--- src/scad_pkg.sv ---
// ----------------------------------------------------------------------------
// scad_pkg
// Shared constants, codes and types of the scroll and change region detector.
// ----------------------------------------------------------------------------
package scad_pkg;

    localparam int MAX_WIDTH  = 256;
    localparam int MAX_HEIGHT = 128;

    localparam int PIX_W   = 24;
    localparam int FW_W    = 9;
    localparam int FH_W    = 8;
    localparam int KIND_W  = 2;
    localparam int RX_W    = 8;
    localparam int RW_W    = 9;
    localparam int RH_W    = 8;
    localparam int CIDX_W  = 2;
    localparam int CDATA_W = 9;

    localparam int COL_W  = (MAX_WIDTH > 1) ? $clog2(MAX_WIDTH) : 1;
    localparam int ROW_W  = (MAX_HEIGHT > 1) ? $clog2(MAX_HEIGHT) : 1;
    localparam int ADDR_W = COL_W + ROW_W;
    localparam int STORE_DEPTH = 2 ** ADDR_W;

    localparam int QDEPTH = 4;
    localparam int QPTR_W = $clog2(QDEPTH);
    localparam int LVL_W  = $clog2(QDEPTH + 2);

    localparam logic [CIDX_W-1:0] REG_FRAME_WIDTH  = CIDX_W'(0);
    localparam logic [CIDX_W-1:0] REG_FRAME_HEIGHT = CIDX_W'(1);

    localparam logic [KIND_W-1:0] KIND_FULL   = KIND_W'(0);
    localparam logic [KIND_W-1:0] KIND_SCROLL = KIND_W'(1);
    localparam logic [KIND_W-1:0] KIND_DELTA  = KIND_W'(2);

    typedef struct packed {
        logic [FW_W-1:0] width;
        logic [FH_W-1:0] height;
    } t_cfg;

    typedef struct packed {
        logic [PIX_W-1:0] pixel;
        logic [PIX_W-1:0] old_pixel;
        logic [COL_W-1:0] col;
        logic             prev_valid;
        logic             last;
    } t_item;

endpackage

--- src/scad_back.sv ---
// ----------------------------------------------------------------------------
// scad_back
// Compares each item against the previous frame, accumulates the scroll and
// change flags, and at its last pixel classifies a frame into an update or none.
// ----------------------------------------------------------------------------
module scad_back (
    input  logic                         i_clk,
    input  logic                         i_rst_n,
    input  scad_pkg::t_cfg               i_cfg,
    input  logic                         i_restart,
    input  logic                         i_q_valid,
    input  scad_pkg::t_item              i_q_item,
    output logic                         o_q_pop,
    output logic                         o_out_valid,
    input  logic                         i_out_stall,
    output logic [scad_pkg::KIND_W-1:0]  o_update_kind,
    output logic [scad_pkg::RX_W-1:0]    o_region_x,
    output logic [scad_pkg::RW_W-1:0]    o_region_width,
    output logic [scad_pkg::RH_W-1:0]    o_region_height
);
    import scad_pkg::*;

    logic             r_shift_match;
    logic             r_any_change;
    logic [COL_W-1:0] r_max_col;
    logic [PIX_W-1:0] r_last_pix;
    logic             r_out_valid;
    logic [KIND_W-1:0] r_kind;
    logic [RX_W-1:0]  r_rx;
    logic [RW_W-1:0]  r_rw;
    logic [RH_W-1:0]  r_rh;

    logic             out_free;
    logic             pop;
    logic             changed;
    logic             n_shift_match;
    logic             n_any_change;
    logic [COL_W-1:0] n_max_col;
    logic             has_result;
    logic [KIND_W-1:0] n_kind;
    logic [RX_W-1:0]  n_rx;
    logic [RW_W-1:0]  n_rw;

    assign out_free = !r_out_valid || !i_out_stall;
    assign pop      = i_q_valid && (!i_q_item.last || out_free);
    assign o_q_pop  = pop;

    always_comb begin
        changed       = i_q_item.prev_valid && (i_q_item.old_pixel != i_q_item.pixel);
        n_shift_match = r_shift_match;
        if (i_q_item.prev_valid && (i_q_item.col != '0) &&
            (i_q_item.old_pixel != r_last_pix)) begin
            n_shift_match = 1'b0;
        end
        n_any_change = r_any_change || changed;
        n_max_col    = r_max_col;
        if (changed && (!r_any_change || (i_q_item.col > r_max_col))) begin
            n_max_col = i_q_item.col;
        end

        has_result = 1'b1;
        n_kind     = KIND_FULL;
        n_rx       = '0;
        n_rw       = RW_W'(i_cfg.width);
        if (!i_q_item.prev_valid) begin
            n_kind = KIND_FULL;
        end else if (n_shift_match) begin
            n_kind = KIND_SCROLL;
        end else if (n_any_change) begin
            n_kind = KIND_DELTA;
            n_rx   = RX_W'(n_max_col);
            n_rw   = RW_W'(i_cfg.width - FW_W'(n_max_col));
        end else begin
            has_result = 1'b0;
        end
    end

    always_ff @(posedge i_clk) begin
        if (!i_rst_n) begin
            r_shift_match <= 1'b1;
            r_any_change  <= 1'b0;
            r_max_col     <= '0;
            r_out_valid   <= 1'b0;
        end else begin
            if (i_restart || (pop && i_q_item.last)) begin
                r_shift_match <= 1'b1;
                r_any_change  <= 1'b0;
                r_max_col     <= '0;
            end else if (pop) begin
                r_shift_match <= n_shift_match;
                r_any_change  <= n_any_change;
                r_max_col     <= n_max_col;
            end
            if (pop && i_q_item.last && has_result) begin
                r_out_valid <= 1'b1;
            end else if (!i_out_stall) begin
                r_out_valid <= 1'b0;
            end
        end
    end

    always_ff @(posedge i_clk) begin
        if (pop) begin
            r_last_pix <= i_q_item.pixel;
        end
        if (pop && i_q_item.last && has_result) begin
            r_kind <= n_kind;
            r_rx   <= n_rx;
            r_rw   <= n_rw;
            r_rh   <= RH_W'(i_cfg.height);
        end
    end

    assign o_out_valid     = r_out_valid;
    assign o_update_kind   = r_kind;
    assign o_region_x      = r_rx;
    assign o_region_width  = r_rw;
    assign o_region_height = r_rh;

endmodule

--- config.mk ---
export PLATFORM = sky130hd
export DESIGN_NAME = scad_back
export DESIGN_NICKNAME = d
export VERILOG_FILES = /design/src/scad_pkg.sv /design/src/scad_back.sv
export SDC_FILE = /design/constraint.sdc
export NUM_CORES = 1
export LEC_CHECK = 0
export BUFFER_PORTS_ARGS = -buffer_cell sky130_fd_sc_hd__buf_2
export CORE_MARGIN = 2
export CORE_UTILIZATION = 51
export DETAILED_ROUTE_END_ITERATION = 6
export GPL_TIMING_DRIVEN = 0
export PLACE_DENSITY = 0.89
export SLEW_MARGIN = 5
export SYNTH_ARGS = -nofsm -noshare
export SYNTH_HDL_FRONTEND = slang
export SYNTH_SLANG_ARGS = --single-unit
--- constraint.sdc ---
create_clock -name i_clk -period 4.13 [get_ports i_clk]
set_input_delay 0.413 -clock i_clk [delete_from_list [all_inputs] [get_ports i_clk]]
set_output_delay 0.413 -clock i_clk [all_outputs]
set_load 0.01 [all_outputs]
Word-level counts from Yosys, hierarchy flattened. Cells that the tools add are included.

Add/sub/neg operators: 1. Multipliers: 0. Divide/modulo/power cells: 0. Order comparisons: 1. Equality and inequality tests: 3. Shift-type cells: 0. Multiplexer cells: 12. Bitwise logic cells: 3. Reduce and logical (&&, ||, !) cells: 20.

Operator list (count): $ne A24 B24 Y1 (2); $mux W9 (3); $sub A9 B8 Y9 (1); $gt A8 B8 Y1 (1); $mux W8 (1); $reduce_bool A8 Y1 (1); $logic_and A1 B1 Y1 (7); $mux W1 (7); $logic_or A1 B1 Y1 (5); $logic_not A1 Y1 (4); $reduce_or A2 Y1 (2); $not A1 Y1 (3); $reduce_or A3 Y1 (1); $mux W2 (1); $ne A2 B1 Y1 const B (1).

Bits in registers: 62. Latch bits: 0. Bits in writable memories: 0. Bits in read-only memories: 0. Bits of input ports: 80. Output and inout bits: 29. Word-level logic and storage cells: 50. Memories kept: 0.

Depth between registers and ports, before layout.
Word-level depth: 8. Gate-level depth with buffers: 18.

Least setup slack after synthesis. OpenSTA, ideal clock, no wires.

Kind: input port to flip-flop. From: input i_q_item[9] in the netlist's numbering. To: register r_rw[5] (netlist: o_region_width[5]), data pin. Library setup time: 260 ps. Data arrival time: 3328 ps. Data required time: 3870 ps. Setup slack: 541 ps. Cell stages on the path: 14. Buffers on the path: 0. Cell sequence: ha_1 and3_1 a221o_1 o21ai_0 nand3_2 nand2_2 mux2i_1 ha_1 a21o_1 nand2_1 a311oi_4 o41ai_2 xnor2_1 mux2_4.

Word-level cells in the longest chain between the ends: 8.

RTL lines: start: declaration (line scad_back.sv:12) `input scad_pkg::t_item i_q_item,`; $gt A8 B8 Y1 (line scad_back.sv:57) `if (changed && (!r_any_change || (i_q_item.col > r_max_col))) begin`; $logic_or A1 B1 Y1 (line scad_back.sv:57); $logic_and A1 B1 Y1 (line scad_back.sv:57); $mux W8 (line scad_back.sv:57); $sub A9 B8 Y9 (line scad_back.sv:72) `n_rw = RW_W'(i_cfg.width - FW_W'(n_max_col));`; $mux W9 (line scad_back.sv:69) `end else if (n_any_change) begin`; $mux W9 (*) (line scad_back.sv:67) `end else if (n_shift_match) begin`; $mux W9 (*) (line scad_back.sv:65) `if (!i_q_item.prev_valid) begin`; named net n_rw[5] (line scad_back.sv:42) `logic [RW_W-1:0] n_rw;`; end signal: assignment (line scad_back.sv:109) `r_rw <= n_rw;`; end: declaration (line scad_back.sv:30) `logic [RW_W-1:0] r_rw;`.

The timed path passes the listed nets; every way through them passes the cells marked *. A chain may end at the register's enable or synchronous reset.

Worst setup path in the final report.
From: register r_max_col[7]. To: register r_rw[5] (netlist: o_region_width[5]), data pin.

Word-level cells in the longest chain between the ends: 8.

RTL lines: start: declaration (line scad_back.sv:25) `logic [COL_W-1:0] r_max_col;`; start signal: assignment (line scad_back.sv:92) `r_max_col <= n_max_col;`; $gt A8 B8 Y1 (line scad_back.sv:57); $logic_or A1 B1 Y1 (line scad_back.sv:57); $logic_and A1 B1 Y1 (line scad_back.sv:57); $mux W8 (line scad_back.sv:57); named net n_max_col[0] (line scad_back.sv:38) `logic [COL_W-1:0] n_max_col;`; $sub A9 B8 Y9 (line scad_back.sv:72); $mux W9 (line scad_back.sv:69); $mux W9 (line scad_back.sv:67); $mux W9 (line scad_back.sv:65); named net n_rw[5] (line scad_back.sv:42).

The timed path passes the listed nets, and every way through them passes these cells.

==> results.toml <==
[outcome]
status = "complete, no violations"

[cells_and_area]
diodes = 0
area_growth_pct = 25.0
postLayoutCoreUtil_pct = 66.1
drive_above_1_share_pct = 33.8
fin_cells = 485
fin_nets = 498
fin_area_um2 = 4200

[synthesis]
yosysSeqAreaShare_pct = 52.2
synth_area_per_cell_um2 = 11.8
synthAdderAreaFrac_pct = 6.11
synth_cells = 284
yosys.area_share.xor_xnor_pct = 13.8
synthMuxAreaShare_pct = 2.27
async_flop_share_pct = 0
yosys.area_share.simple_pct = 12.1
synth_top_area_share_pct = 45.6
synth_flop_cell = "edfxtp_1"
synth_area_leaders = "edfxtp_1 (46%), xnor2_1 (9.6%), dfxtp_1 (6.6%)"
ys_types = 52
yosysTopAreaCell = "edfxtp_1"
ys_top_cells_by_count = "edfxtp_1 (51), xnor2_1 (37), nor2_1 (24)"
synth_edf_count = 51
yosysMostFrequentCell = "edfxtp_1"
ys_warn_count = 0
syn-cell-area_um2 = 3360
synth_seq_cells = 62
synth_compound_area_share_pct = 10.9
synth_nets = 379
synth_top_family_by_area = "XOR/XNOR gates"

[route]
viasPerCell = 5.52
drt_iter0_markers = 150
wl_um = 7800
ant_nets = 0
num_vias = 2679
drtPass1Iterations = 4
drc = 0
routedWlPerCell_um = 16.1

[setup_path]
cp.required_ns = 4.22
critPathLaunch = "r_max_col[7]"
path_class = "reg2reg"
critPathLaunchType = "flip-flop"
arrival_ns = 3.93
critPathMaxFanout = 8
r2r_start = "r_max_col[7]"
end_kind = "flip-flop"
reg2reg_slack_ns = 0.29

[floorplan]
boundaryPins = 109
die-area_um2 = 7250
core_um2 = 6350
rows = 29
initial_core_util_pct = 52.9
die_x_um = 85.1
die_h_um = 85.1

[clock_tree]
cts-resized-gates = 0
ctsHoldBuffers = 0
cts-buffers-inserted = 9
cts_setup_buffers = 0
clock_latency_ns = 0.34
clk_pin_slew_ns = 0.07
clock-sinks = 62
htreeDepth = 3
cts_root_buf = "clkbuf_8"
cts_tree = "built"
clockBufferDepth = 2

[worst_hold_path]
worstHoldPathType = "in2reg"
hold_start = "i_cfg[5]"

[timing]
slew_violations = 0
layout_worst_path_cycle_share_pct = 93.1
finClkSkew_ns = 0.00740
relSlewSlack_pct = 36.8
setup_viol_count_final = 0
grt_setup_unrepaired = "no"
period_needed_ns = 3.84
fmaxAchievable_mhz = 260
setup_slack_ns = 0.286
final.setup.tns_ns = 0
worstMarginPinSlew_ns = 0.948
hold_viol = 0

[placed_design]
dpl.hpwl_um = 5790
port_buffers = 108
place_area_um2 = 4010
dp_cells = 469
routabilityCongestion = 0.926
dp_slack_ns = 0.100

[global_route]
grt_overflow_total = 0
grt_pass1_vias = 2826
grt_usage_pct = 23.0
antenna_found_initial = 0
grt_pass1_wl_um = 13100
grt_max_degree = 35

[power]
ir_worst_vdd_mv = 0.243
p_leak_nw = 1.68
p_per_area_nw_per_um2 = 358

[job]
max_cap_viol_count = 0
-- cells in the final DEF, fill, tap and decap left out, drive strengths merged, types with 2 or more instances in the layout --
cell and instances:
clkbuf 14, nor4 9, a31oi 4, ha 14, xnor2 37, and4 2
o41ai 2, nor2 24, edfxtp 51, dfxtp 11, clkinv 2, and2 2
a311oi 2, mux2i 5, nand3 7, a21o 6, mux2 2, o211ai 4
nor2b 3, and3 3, a211o 2, a211oi 9, nand2 11, nor3 3
nand4 9, inv 19, buf 110, a21oi 7, o21ai 4, xor2 16
-- where the power goes --
part           switching, mW  internal [mW]  total (mW)
combinational          0.145          0.118       0.263
clock                  0.237          0.277       0.514
sequential            0.0115          0.714       0.725
-- metal layers --
layer / wire length [um] / share of wire [%] / global-route usage (%) / up-vias
met5: 0 / 0 / 0 / -
met4: 136 / 1.7 / 10.8 / 0
met3: 424 / 5.4 / 4.67 / 13
met2: 3880 / 50 / 38.4 / 102
met1: 3360 / 43 / 28.7 / 1274
li1: - / - / - / 1290
-- worst paths after layout --
| path | end | cells after the start |
|---|---|---|
| max | o_region_width[5] | 18 |
| min reg2reg | r_max_col[6] | 2 |
| max reg2reg | o_region_width[5] | 18 |
| min | o_region_height[5] | 1 |
-- cells by family after synthesis --
family / after synthesis
and+or+nand+nor: 77
DFF: 62
xor gates and xnor gates: 53
AOI/OAI and AO/OA: 46
buffers and inverters: 23
adders and majority gates: 16
muxes: 7
-- critical path: stages, from the launching register on --
cell	delay [ns]
dfxtp_1	0.35
inv_1	0.05
ha_1	0.28
and3_1	0.22
a221o_1	0.34
o21ai_0	0.10
nand3_2	0.17
nand2_2	0.26
nor2_1	0.08
a21oi_1	0.28
inv_1	0.09
ha_1	0.20
inv_1	0.09
a21o_1	0.13
nand2_1	0.09
a311oi_4	0.31
o41ai_2	0.14
xnor2_1	0.15
mux2_4	0.26
-- final cells by class --
type	instances	area, um^2
Multi-Input combinational cell	199	1540
Clock inverter	4	47.5
Sequential cell	62	1750
Timing Repair Buffer	108	541
Clock buffer	12	135
Inverter	19	71.3
Buffer	4	17.5
Tap cell	77	96.3
Fill cell	467	2150
-- state kept, by name (all words and copies together) (netlist names) --
name and flops:
o_out_valid 1, r_shift_match 1, o_update_kind 2, r_last_pix 24, o_region_width 9, o_region_x 8, o_region_height 8, r_max_col 8
r_any_change 1
-- metrics by stage --
stage | hold WS [ns] | total power [mW]
6_report | 0.245 | 1.50
5_1_grt | 0.230 | 1.57
2_1_floorplan | 0.471 | 0.894
3_5_place_dp | 0.501 | 0.997
3_3_place_gp | 0.481 | 0.984
4_1_cts | 0.240 | 1.50
Power figures use the tool's default switching activity.
