$ cat src/scad_pkg.sv
// ----------------------------------------------------------------------------
// scad_pkg
// Shared constants, codes and types of the scroll and change region detector.
// ----------------------------------------------------------------------------
package scad_pkg;

    localparam int MAX_WIDTH  = 256;
    localparam int MAX_HEIGHT = 128;

    localparam int PIX_W   = 24;
    localparam int FW_W    = 9;
    localparam int FH_W    = 8;
    localparam int KIND_W  = 2;
    localparam int RX_W    = 8;
    localparam int RW_W    = 9;
    localparam int RH_W    = 8;
    localparam int CIDX_W  = 2;
    localparam int CDATA_W = 9;

    localparam int COL_W  = (MAX_WIDTH > 1) ? $clog2(MAX_WIDTH) : 1;
    localparam int ROW_W  = (MAX_HEIGHT > 1) ? $clog2(MAX_HEIGHT) : 1;
    localparam int ADDR_W = COL_W + ROW_W;
    localparam int STORE_DEPTH = 2 ** ADDR_W;

    localparam int QDEPTH = 4;
    localparam int QPTR_W = $clog2(QDEPTH);
    localparam int LVL_W  = $clog2(QDEPTH + 2);

    localparam logic [CIDX_W-1:0] REG_FRAME_WIDTH  = CIDX_W'(0);
    localparam logic [CIDX_W-1:0] REG_FRAME_HEIGHT = CIDX_W'(1);

    localparam logic [KIND_W-1:0] KIND_FULL   = KIND_W'(0);
    localparam logic [KIND_W-1:0] KIND_SCROLL = KIND_W'(1);
    localparam logic [KIND_W-1:0] KIND_DELTA  = KIND_W'(2);

    typedef struct packed {
        logic [FW_W-1:0] width;
        logic [FH_W-1:0] height;
    } t_cfg;

    typedef struct packed {
        logic [PIX_W-1:0] pixel;
        logic [PIX_W-1:0] old_pixel;
        logic [COL_W-1:0] col;
        logic             prev_valid;
        logic             last;
    } t_item;

endpackage

$ cat src/scad_queue.sv
// ----------------------------------------------------------------------------
// scad_queue
// Short FIFO of tagged items between the front and the back.
// ----------------------------------------------------------------------------
module scad_queue (
    input  logic                       i_clk,
    input  logic                       i_rst_n,
    input  logic                       i_push,
    input  scad_pkg::t_item            i_item,
    input  logic                       i_pop,
    output logic                       o_valid,
    output scad_pkg::t_item            o_item,
    output logic [scad_pkg::LVL_W-1:0] o_level
);
    import scad_pkg::*;

    t_item             r_buf [QDEPTH];
    logic [QPTR_W-1:0] r_wptr;
    logic [QPTR_W-1:0] r_rptr;
    logic [LVL_W-1:0]  r_level;
    logic              do_pop;

    assign do_pop = i_pop && (r_level != '0);

    always_ff @(posedge i_clk) begin
        if (!i_rst_n) begin
            r_wptr  <= '0;
            r_rptr  <= '0;
            r_level <= '0;
        end else begin
            if (i_push) begin
                r_wptr <= r_wptr + QPTR_W'(1);
            end
            if (do_pop) begin
                r_rptr <= r_rptr + QPTR_W'(1);
            end
            if (i_push && !do_pop) begin
                r_level <= r_level + LVL_W'(1);
            end else if (!i_push && do_pop) begin
                r_level <= r_level - LVL_W'(1);
            end
        end
    end

    always_ff @(posedge i_clk) begin
        if (i_push) begin
            r_buf[r_wptr] <= i_item;
        end
    end

    assign o_valid = r_level != '0;
    assign o_item  = r_buf[r_rptr];
    assign o_level = r_level;

endmodule

$ cat config.mk
export PLATFORM = sky130hd
export DESIGN_NAME = scad_queue
export DESIGN_NICKNAME = d
export VERILOG_FILES = /design/src/scad_pkg.sv /design/src/scad_queue.sv
export SDC_FILE = /design/constraint.sdc
export NUM_CORES = 1
export LEC_CHECK = 0
export BUFFER_PORTS_ARGS = -buffer_cell sky130_fd_sc_hd__buf_2
export CORE_UTILIZATION = 39
export CTS_CLUSTER_SIZE = 20
export DETAILED_ROUTE_END_ITERATION = 7
export SKIP_LAST_GASP = 1
export SYNTH_ARGS = -nofsm -noshare
export SYNTH_HDL_FRONTEND = slang
export SYNTH_SLANG_ARGS = --single-unit
$ cat constraint.sdc
create_clock -name i_clk -period 6.34 [get_ports i_clk]
set_input_delay 0 -clock i_clk [delete_from_list [all_inputs] [get_ports i_clk]]
set_output_delay 0 -clock i_clk [all_outputs]
set_load 0.05 [all_outputs]
# After elaboration in Yosys (flattened, before gate mapping)
# Memory sizes are Yosys's and may differ from the RTL's. A register that Yosys moved wholly into a read port is not among the register bits.
# Cells that the tools add are included.
[totals]
ff_bits = 7
ram_bits = 232
in_bits = 62
out_inout_bits = 62
n_memories = 1
[classes]
n_addsub = 4
mux = 6
n_reduce_logical = 7
[mem_list]
columns = ["name", "depth", "word_bits", "read_ports", "rd_clocked_by_memory_dff", "wr", "line", "source"]
rows = [
  ["r_buf", 4, 58, 1, 1, 1, "scad_queue.sv:17", "t_item r_buf [QDEPTH];"],
]
[op_table]
columns = ["op", "count"]
rows = [
  ["3-bit 2-to-1 mux", 2],
  ["2-bit by 1-bit adder with 2-bit output (second input constant)", 2],
  ["2-bit 2-to-1 mux", 2],
  ["3-bit by 1-bit adder with 3-bit output (second input constant)", 1],
  ["1-bit logical AND", 3],
  ["3-bit nonzero test", 1],
  ["3-bit by 1-bit subtractor with 3-bit output (second input constant)", 1],
  ["1-bit zero test", 2],
  ["1-bit 2-to-1 mux", 2],
  ["2-bit nonzero test", 1],
]

# Longest topological paths before layout
# Gate-level depths: netlist (run 1).
[depth]
word_depth = 5
mapped_depth = 7

# Worst setup path before layout (run 1)
# Ideal clock, no wire load.
[synth_timing]
path_kind = "reg2reg"
start = "register r_wptr[0]"
end = "memory r_buf[2][0] in the netlist's numbering (enable)"
setup_ns = 0.422
arrival_time_ns = 1.912
required_ns = 5.918
path_slack_ns = 4.006
stages_incl_launch_ff = 4
path_buffers = 0
synth_period_minus_slack_ns = 2.334
path_cell_list = "dfxtp_1 > inv_1 > ha_1 > and2_1"
[synth_lines]
columns = ["item", "line", "source"]
rows = [
  ["start: declaration", "scad_queue.sv:18", "logic [QPTR_W-1:0] r_wptr;"],
  ["start signal: assignment", "scad_queue.sv:32", "r_wptr <= r_wptr + QPTR_W'(1);"],
  ["end: declaration", "scad_queue.sv:17", ""],
]
# Straight into the memory's write port.

==> metrics.cfg, run 1 <==
[setup_path]
crit_family = buffers and inverters
path_cells = buf_4 > mux4_2 > buf_2
setup.worst_path.end_class = primary output
critical_path_arrival_ns = 2.77
critical_path_peak_fanout = 32
cpPeakStageDelay_ns = 0.72
critical_path_class = reg -> out
slowest_stage = dfxtp_4
worst_setup_path_start_kind = flop
cp_num_buf_inv = 2
crit_required_ns = 6.34

[clocking]
cts.sinks = 241
cts_resized = 0
clkTransAtPathRegs_ns = 0.06
clkLatencyLatePin_ns = 0.50
cts_root_buf = clkbuf_16
cts_buffers = 25
cts_tree = yes
htree_levels = 1
cts_buffer_depth = 3

[cells_and_area]
n_fill_cell = 1797
drive_above_1_share = 0.4014
syn2layout_area_growth_pct = 25.86
layout_common_cells = edfxtp_1, buf_2, dlygate4sd3_1
fin_nets = 613
layout_commonest_cell = edfxtp_1
antenna_cells = 0

[synthesis]
synth_cell_types = 21
synth-compound-area-share = 0.003255
avgSynthCellArea_um2 = 25.63
ys_warn_count = 0
ys.flop_type = edfxtp_1
synth_area_um2 = 8841
synth-seq-cells = 241
synthSimpleGateAreaFrac = 0.009199
synth_fa_ha_area_frac = 0.009341
synth_nets = 413
ys_async_sr_fraction = 0
yosys.area_share.xor_xnor = 0.004953
synth_top_area_frac = 0.7880
yosysSeqAreaShare = 0.8084
synth_top_area_cell = edfxtp_1
synth_top_family_by_area = multiplexers
synth-edff-count = 232
synthCells = 345
synthTopCellsByArea = edfxtp_1, mux4_2, dfxtp_1
synth_mux_area_frac = 0.1500

[run]
drv_cap = 0

[routing]
routed_via_density = 4.944
dr.pass1.iters = 8
wl_per_cell_um = 19.16
dr.first_iter.drc_count = 240
wirelength_um = 16150
drc_errors = 13
vias = 4168
ant_nets = 0

[global_route]
track_usage = 0.1413
antenna_found_initial = 0
overflow = 0
grt_max_degree = 59
first_global_vias = 4577
grt_pass1_wl_um = 25120

[power]
ir_worst_vdd_mv = 0.2710
power_density_nw_per_um2 = 417.5
p_leak_uw = 0.003790

[sta]
drv_slew = 0
finalSetupTns_ns = 0
period_needed_ns = 2.765
finClkSkew_ns = 0.005855
fin_crit_sh = 0.4361
slew_headroom = 0.3632
hold_viol = 0
rsz0062_at_grt = no
tightest_slew_ns = 0.9552
finalSetupViolCount = 0
max_freq_mhz = 361.7
setup_ws_ns = 3.575

[floorplanning]
fp-row-count = 54
die_w_um = 152.6
ios = 124
start_util = 0.4014
die_y_um = 152.6
coreArea_um2 = 22030
die_area_um2 = 23270

[place]
gp_congestion = 0.6669
place_hpwl_um = 8625
post-place-ws_ns = 4.008
io_buffers = 123

[run_status]
outcome = finished with violations
violations = DRC

[hold_path]
hp-class = in -> reg

-- timing repair --
item | 4_1_cts | 5_1_grt
endpoints found under the hold margin | 241 | 0
buffers inserted | 0 | 0
hold buffers | 62 | 0
setup endpoints to repair | 0 | 0
-- final timing paths --
path	slack, ns	end	depth (start not counted)	startpoint
min reg2reg	0.56	r_wptr[1]$_SDFFE_PN0P_	2	r_wptr[1]$_SDFFE_PN0P_
max	3.57	o_item[15]	3	flop
max reg2reg	4.12	o_level[2]$_SDFFE_PN0P_	7	o_level[0]$_SDFFE_PN0P_
min	0.25	r_buf[0][19]$_DFFE_PP_	2	i_item[19]
-- cell families (layout without fill, tap and decap cells) --
logic type	after synthesis	count (layout)
flip-flops	241	241
multiplexers	60	60
adder cells (fa/ha/maj)	6	6
buffers and inverters	16	234
AO/OA/AOI/OAI	4	4
AND/OR/NAND/NOR	13	13
XOR/XNOR	5	5
-- where the power goes --
part / internal, uW / total, uW / switching (uW)
registers: 1840 / 1950 / 109
clock network: 840 / 1410 / 574
logic: 438 / 1280 / 843
total: 3120 / 4650 / 1530
-- Yosys cell counts, types with 2 or more instances --
cell / count
and2_1: 9
buf_1: 3
buf_12: 3
buf_2: 3
buf_4: 3
dfxtp_1: 9
edfxtp_1: 232
ha_1: 5
inv_1: 3
mux2i_1: 2
mux4_2: 58
nor2b_1: 2
or3_1: 2
xnor2_1: 3
xor2_1: 2
-- per-stage QoR --
stage | util | instance area, um^2 | hold WS (ns) | power [uW] | cells
after floorplan | - | 8841 | 0.09887 | 3015 | 345
after global placement | 0.4409 | 9712 | 0.2110 | 3239 | 736
after detailed placement | 0.4409 | 9712 | 0.2180 | 3253 | 736
after CTS | 0.5052 | 11130 | 0.2218 | 4704 | 843
after global routing | 0.5052 | 11130 | 0.2256 | 4823 | 843
final | 0.5052 | 11130 | 0.2473 | 4645 | 843
-- sequential cells by signal, summed over array words and instances, names as in the netlist, named ones only --
register  flops
r_buf       232
r_rptr        2
r_wptr        2
o_level       3
-- worst register-to-register path, delay by kind of cell (launching register included) --
kind / cells / cell delay [ns]
buf+inv: 1 / 0.07
fa+ha+maj: 2 / 0.65
flops: 1 / 0.38
compound gates: 2 / 0.55
simple gates: 1 / 0.32
xor+xnor: 1 / 0.19
-- per-layer routing --
layer	track usage	wire length (um)	vias up
met2	0.2403	7899	127
met5	0	0	-
li1	-	-	1872
met1	0.1841	6988	2145
met4	0.03704	294	0
met3	0.03129	970	24
-- final cells by class --
cell class / count / area (um^2) / area share
Clock buffer: 27 / 633.1 / 0.05690
Sequential cell: 241 / 7154 / 0.6430
Timing Repair Buffer: 186 / 1244 / 0.1118
Tap cell: 280 / 350.3 / 0.03149
Inverter: 3 / 11.26 / 0.001012
Multi-Input combinational cell: 88 / 1573 / 0.1413
Clock inverter: 18 / 161.4 / 0.01451
No activity file was read; power rests on OpenSTA's default activity.
==> run 2, diff against run 1 <==
Clock period 6.34 ns to 2.7 ns, I/O delays scaled along.
==> run 2 against run 1 <==
  * The flow still finishes with violations (DRC)
  * Die area stayed put
  * Global-route usage is essentially flat
  * Final cell count grew 0.59%
  * Hold slack got worse by 0.0078 ns
  * Routed wire length down 1.5%
  * Critical path depth unchanged
  * Highest routed layer unchanged
  * Total power rose by 140%
  * Largest power group unchanged
  * Flip-flop and latch count stayed put
  * Critical path type unchanged
  * First-iteration DRC count rose by 5.8%
==> metrics.cfg, run 2 (synthesis gave the netlist of run 1 again) <==
[cells_and_area]
drive_above_1_share = 0.4067  ; was 0.4014
layout_common_cells = edfxtp_1, buf_2, dlygate4sd3_1  ; unchanged
fin_cells = 848  ; was 843
register_area_um2 = 7154  ; unchanged
fin_nets = 618  ; was 613
multiInputGateArea_um2 = 1573  ; unchanged
fin_area_um2 = 11240  ; was 11130 um^2
antenna_cells = 0  ; unchanged
layout_commonest_cell = edfxtp_1  ; unchanged
largest_reg_flops = 232  ; unchanged
syn2layout_area_growth_pct = 27.12  ; was 25.86%
max_flop_register = r_buf  ; unchanged
n_fill_cell = 1778  ; was 1797

[hold_path]
hp-class = in -> reg  ; unchanged
holdPathEnd = r_buf[2][9]$_DFFE_PP_  ; was r_buf[0][19]$_DFFE_PP_
hold_depth = 2  ; unchanged
hold_start = i_item[9]  ; was i_item[19]

[setup_path]
critical_path_arrival_ns = 2.27  ; was 2.77 ns
worst_setup_path_start_kind = flop  ; unchanged
slowest_stage = dfxtp_4  ; unchanged
r2r-start = o_level[0]$_SDFFE_PN0P_  ; unchanged
setup.worst_path.end_class = primary output  ; unchanged
crit_required_ns = 2.70  ; was 6.34 ns
path_cells = buf_12 > mux4_2 > buf_2  ; was buf_4 > mux4_2 > buf_2
critical_path_peak_fanout = 32  ; unchanged
regToRegEndpoint = o_level[2]$_SDFFE_PN0P_  ; unchanged
r2r_slack_ns = 0.43  ; was 4.12 ns
critical_path_class = reg -> out  ; unchanged
cpPeakStageDelay_ns = 0.62  ; was 0.72 ns
r2r_cells = 7  ; unchanged
crit_family = flip-flops  ; was buffers and inverters
cp_num_buf_inv = 2  ; unchanged

[global_route]
grt_max_degree = 59  ; unchanged
antenna_found_initial = 0  ; unchanged
track_usage = 0.1417  ; was 0.1413
grt_pass1_wl_um = 25410  ; was 25120 um
first_global_vias = 4616  ; was 4577
overflow = 0  ; unchanged

[floorplanning]
die_w_um = 152.6  ; unchanged
die_y_um = 152.6  ; unchanged
ios = 124  ; unchanged
die_area_um2 = 23270  ; unchanged
start_util = 0.4014  ; unchanged
coreArea_um2 = 22030  ; unchanged
fp-row-count = 54  ; unchanged

[routing]
ant_nets = 0  ; unchanged
routed_via_density = 4.907  ; was 4.944
drc_errors = 9  ; was 13
wl_per_cell_um = 18.75  ; was 19.16 um
wirelength_um = 15900  ; was 16150 um
vias = 4161  ; was 4168
dr.pass1.iters = 8  ; unchanged
dr.first_iter.drc_count = 254  ; was 240

[power]
p_leak_uw = 0.003828  ; was 0.003790 uW
power_density_nw_per_um2 = 972.9  ; was 417.5 nW/um^2
ir_worst_vdd_mv = 0.5048  ; was 0.2710 mV

[clocking]
clkTransAtPathRegs_ns = 0.06  ; about the same
cts_tree = yes  ; unchanged
cts_buffer_depth = 3  ; unchanged
htree_levels = 1  ; unchanged
clkLatencyLatePin_ns = 0.51  ; was 0.50 ns
postCtsSetupRepairBufs = 0  ; unchanged
cts_buffers = 25  ; unchanged
cts_resized = 0  ; unchanged
cts_root_buf = clkbuf_16  ; unchanged
cts.sinks = 241  ; unchanged

[sta]
fin_crit_sh = 0.8418
drv_slew = 0  ; unchanged
max_freq_mhz = 440.0
period_needed_ns = 2.273
finalSetupViolCount = 0  ; unchanged
finalSetupTns_ns = 0  ; unchanged
rsz0062_at_grt = no  ; unchanged
slew_headroom = 0.6458  ; was 0.3632
tightest_slew_ns = 0.5246  ; was 0.9552 ns
hold_viol = 0  ; unchanged
finClkSkew_ns = 0.009840  ; was 0.005855 ns

[run_status]
outcome = finished with violations  ; unchanged
violations = DRC  ; unchanged

[place]
place_hpwl_um = 9068  ; was 8625 um
gp_congestion = 0.7335  ; was 0.6669
dp_cells = 742  ; was 736
io_buffers = 123  ; unchanged
place_area_um2 = 9832  ; was 9712 um^2

[run]
drv_cap = 0  ; unchanged

-- run 2: cell count changes in the layout (fill, tap and decap cells not counted), sizes merged --
| cell | previous run | this run |
|---|---|---|
| buf | 124 | 130 |
| clkinvlp | 1 | 2 |
| clkinv | 14 | 12 |
| clkbuf | 27 | 28 |
| dlygate4sd3 | 62 | 61 |
-- run 2: area by class of cell --
type / count / share of cell area
Sequential cell: 241 / 0.6366
Tap cell: 280 / 0.03117
Clock buffer: 28 / 0.05667
Inverter: 3 / 0.001002
Timing Repair Buffer: 191 / 0.1205
Multi-Input combinational cell: 88 / 0.1399
Clock inverter: 17 / 0.01414
-- run 2: worst max-delay path by stage --
stage / from / endpoint / slack [ns] / depth (start not counted)
after detailed placement: o_level[0]$_SDFFE_PN0P_ / o_level[2]$_SDFFE_PN0P_ / 0.42 / 7
after floorplan: r_wptr[0]$_SDFFE_PN0P_ / r_buf[2][0]$_DFFE_PP_ / 0.37 / 3
after global placement: o_level[0]$_SDFFE_PN0P_ / o_level[2]$_SDFFE_PN0P_ / 0.64 / 7
after CTS: flop / o_item[11] / 0.35 / 3
after global routing: flop / o_item[11] / 0.27 / 3
final: flop / o_item[9] / 0.43 / 3
-- run 2: through the flow --
stage	worst slack [ns]	util	hold slack [ns]	total power [uW]
after floorplan	0.3663	-	0.09887	7081
after global placement	0.6421	0.4464	0.2098	7664
after detailed placement	0.4179	0.4464	0.2169	7700
after CTS	0.3510	0.5102	0.2128	11090
after global routing	0.2749	0.5102	0.2294	11370
final	0.4271	0.5102	0.2395	10930
-- run 2: power by group --
group	internal, uW	switching, uW
Clock	1970	1330
Sequential	4320	154
Combinational	1070	2090
-- run 2: worst reg2reg max path, stage by stage (launching register included) --
cell and delay [ns]:
dfxtp_1 0.39, o31ai_1 0.41, ha_1 0.27, inv_1 0.06, fa_1 0.37, xor2_1 0.18
or3_1 0.33, a21boi_0 0.19
-- run 2: metal layers --
metal | up-vias | global-route usage | wire, um
met5 | - | 0 | 0
met4 | 0 | 0.03848 | 304
met3 | 29 | 0.03385 | 996
met2 | 105 | 0.2363 | 7769
met1 | 2147 | 0.1865 | 6834
li1 | 1880 | - | -
-- run 2: timing repair --
item	in CTS	in global routing
hold buffers	61	0
endpoints found under the hold margin	241	0
setup endpoints to repair	0	0
==> run 3, diff against run 2 <==
Clock period 2.7 ns to 2 ns, I/O delays scaled along.
==> run 3 against run 2 <==
  * The flow still finishes with violations (DRC)
  * Clock-buffer cell count down 2
  * Sequential power up 34%
  * Via count up 1.3%
  * Largest power group unchanged
  * Clock skew down 0.0063 ns
  * Critical endpoint is now o_level[2]$_SDFFE_PN0P_
  * First-iteration DRC count down 27%
  * Clock power up 35%
  * Hold slack worse by 0.21 ns
  * Die area unchanged
  * Global-route usage up 0.41 points
==> metrics.cfg, run 3 (synthesis gave the netlist of run 1 again) <==
[run_status]
outcome = finished with violations  ; unchanged
violations = DRC  ; unchanged

[floorplanning]
start_util = 0.4014  ; unchanged
die_w_um = 152.6  ; unchanged
fp-row-count = 54  ; unchanged
die_y_um = 152.6  ; unchanged
die_area_um2 = 23270  ; unchanged
coreArea_um2 = 22030  ; unchanged
ios = 124  ; unchanged

[sta]
rsz0062_at_grt = yes  ; was no
slew_headroom = 0.6960  ; was 0.6458
period_needed_ns = 1.957
hold_viol = 0  ; unchanged
fin_crit_sh = 0.9787
finClkSkew_ns = 0.003509  ; was 0.009840 ns
finalSetupViolCount = 0  ; unchanged
max_freq_mhz = 510.9
tightest_slew_ns = 0.4502  ; was 0.5246 ns
drv_slew = 0  ; unchanged
hold_ws_ns = 0.02565  ; was 0.2395 ns

[setup_path]
setup.worst_path.end_class = flop  ; was primary output
r2r_cells = 7  ; unchanged
critical_path_arrival_ns = 2.39  ; was 2.27 ns
worst-path-stages = 7  ; was 3
critical_path_class = reg -> reg  ; was reg -> out
cpPeakStageDelay_ns = 0.38  ; was 0.62 ns
critical_path_peak_fanout = 2  ; was 32
regToRegEndpoint = o_level[2]$_SDFFE_PN0P_  ; unchanged
path_cells = o31ai_4 > ha_2 > inv_1 > fa_2 > xor2_1 > or3_1 > a21boi_1  ; was buf_12 > mux4_2 > buf_2
slowest_stage = or3_1  ; was dfxtp_4
crit_required_ns = 2.43  ; was 2.70 ns
r2r_slack_ns = 0.04  ; was 0.43 ns
r2r-start = o_level[1]$_SDFFE_PN0P_  ; was o_level[0]$_SDFFE_PN0P_
crit_family = adder cells  ; was flip-flops
worst_setup_path_start_kind = flop  ; unchanged
cp_num_buf_inv = 1  ; was 2

[cells_and_area]
post-route-util = 0.5168  ; was 0.5102
fin_area_um2 = 11380  ; was 11240 um^2
fin_nets = 630  ; was 618
max_flop_register = r_buf  ; unchanged
largest_reg_flops = 232  ; unchanged
drive_above_1_share = 0.4308  ; was 0.4067
syn2layout_area_growth_pct = 28.76  ; was 27.12%
fin_cells = 858  ; was 848
layout_common_cells = edfxtp_1, buf_2, dlygate4sd3_1  ; unchanged
layout_commonest_cell = edfxtp_1  ; unchanged
antenna_cells = 0  ; unchanged

[place]
dp_cells = 752  ; was 742
place_area_um2 = 9965  ; was 9832 um^2
place_hpwl_um = 9998  ; was 9068 um
io_buffers = 123  ; unchanged
gp_congestion = 0.7131  ; was 0.7335

[clocking]
htree_levels = 1  ; unchanged
cts_buffers = 25  ; unchanged
clkTransAtPathRegs_ns = 0.06  ; about the same
clkLatencyLatePin_ns = 0.50  ; was 0.51 ns
cts_tree = yes  ; unchanged
cts.sinks = 241  ; unchanged
cts_buffer_depth = 3  ; unchanged
cts_root_buf = clkbuf_16  ; unchanged

[routing]
vias = 4217  ; was 4161
wl_met3_um = 1030  ; was 996 um
top_layer_used = met4  ; unchanged
wl_met2_um = 8364  ; was 7769 um
wirelength_um = 16440  ; was 15900 um
drc_errors = 11  ; was 9
dr.pass1.iters = 6  ; was 8
dr.first_iter.drc_count = 185  ; was 254
wl_per_cell_um = 19.16  ; was 18.75 um
ant_nets = 0  ; unchanged
m1WireLength_um = 6800  ; was 6834 um
routed_via_density = 4.915  ; was 4.907

[power]
power_density_nw_per_um2 = 1313  ; was 972.9 nW/um^2
p_leak_uw = 0.003897  ; was 0.003828 uW
ir_worst_vdd_mv = 0.8120  ; was 0.5048 mV

[hold_path]
hold_depth = 4  ; was 2
hold_start = i_pop  ; was i_item[9]
hp-class = in -> reg  ; unchanged

[global_route]
overflow = 0  ; unchanged
grt_max_degree = 39  ; was 59
antenna_found_initial = 0  ; unchanged
first_global_vias = 4703  ; was 4616
grt_pass1_wl_um = 26090  ; was 25410 um
track_usage = 0.1458  ; was 0.1417

[run]
drv_cap = 0  ; unchanged

-- run 3: report_power, final --
group / internal [uW] / total [uW] / leakage [uW] / switching, uW
Combinational: 1590 / 4510 / 0.00130 / 2930
Clock: 2650 / 4450 / 0.000385 / 1800
Sequential: 5840 / 5980 / 0.00221 / 142
-- run 3: through the flow --
stage               setup WS (ns)  total power, uW  setup TNS, ns
floorplan                0.004840             9578              0
global placement          0.08490            10500              0
detailed placement      -0.001823            10540      -0.001823
CTS                       0.02018            15130              0
global route             -0.03172            15540        -0.2274
finish                    0.04269            14940              0
-- run 3: per-layer routing --
layer | vias up | GRT usage
met1 | 2175 | 0.1816
met3 | 23 | 0.03385
met2 | 110 | 0.2571
li1 | 1909 | -
met4 | 0 | 0.03559
met5 | - | 0
-- run 3: worst register-to-register path, cell delays in order, from the launching register on --
cell      delay, ns
dfxtp_4        0.35
o31ai_4        0.25
ha_2           0.22
inv_1          0.06
fa_2           0.33
xor2_1         0.16
or3_1          0.38
a21boi_1       0.14
-- run 3: layout make-up --
class	instances	area (um^2)
clock inverter	17	161.4
fill	1773	10640
timing repair buffer	203	1479
sequential	241	7161
tap	280	350.3
clock buffer	26	629.4
inverter	3	11.26
multi-input combinational	88	1592
-- run 3: timing repair --
action | in CTS | in global routing
buffers inserted | 2 | 1
pin swaps | 2 | 5
cloned | 0 | 0
endpoints found under the setup margin | 49 | 13
hold endpoints to repair | 241 | 0
hold buffers | 60 | 0
gates resized for setup | 1 | 2
-- run 3: worst max path at each step --
stage                                        from                      end  slack [ns]
final                     o_level[1]$_SDFFE_PN0P_  o_level[2]$_SDFFE_PN0P_        0.04
after global placement    o_level[1]$_SDFFE_PN0P_  o_level[2]$_SDFFE_PN0P_        0.08
after CTS                                    flop               o_item[20]        0.02
after detailed placement  o_level[1]$_SDFFE_PN0P_  o_level[2]$_SDFFE_PN0P_      -0.002
after global routing      o_level[1]$_SDFFE_PN0P_  o_level[2]$_SDFFE_PN0P_       -0.03
after floorplan           o_level[0]$_SDFFE_PN0P_  o_level[2]$_SDFFE_PN0P_       0.005
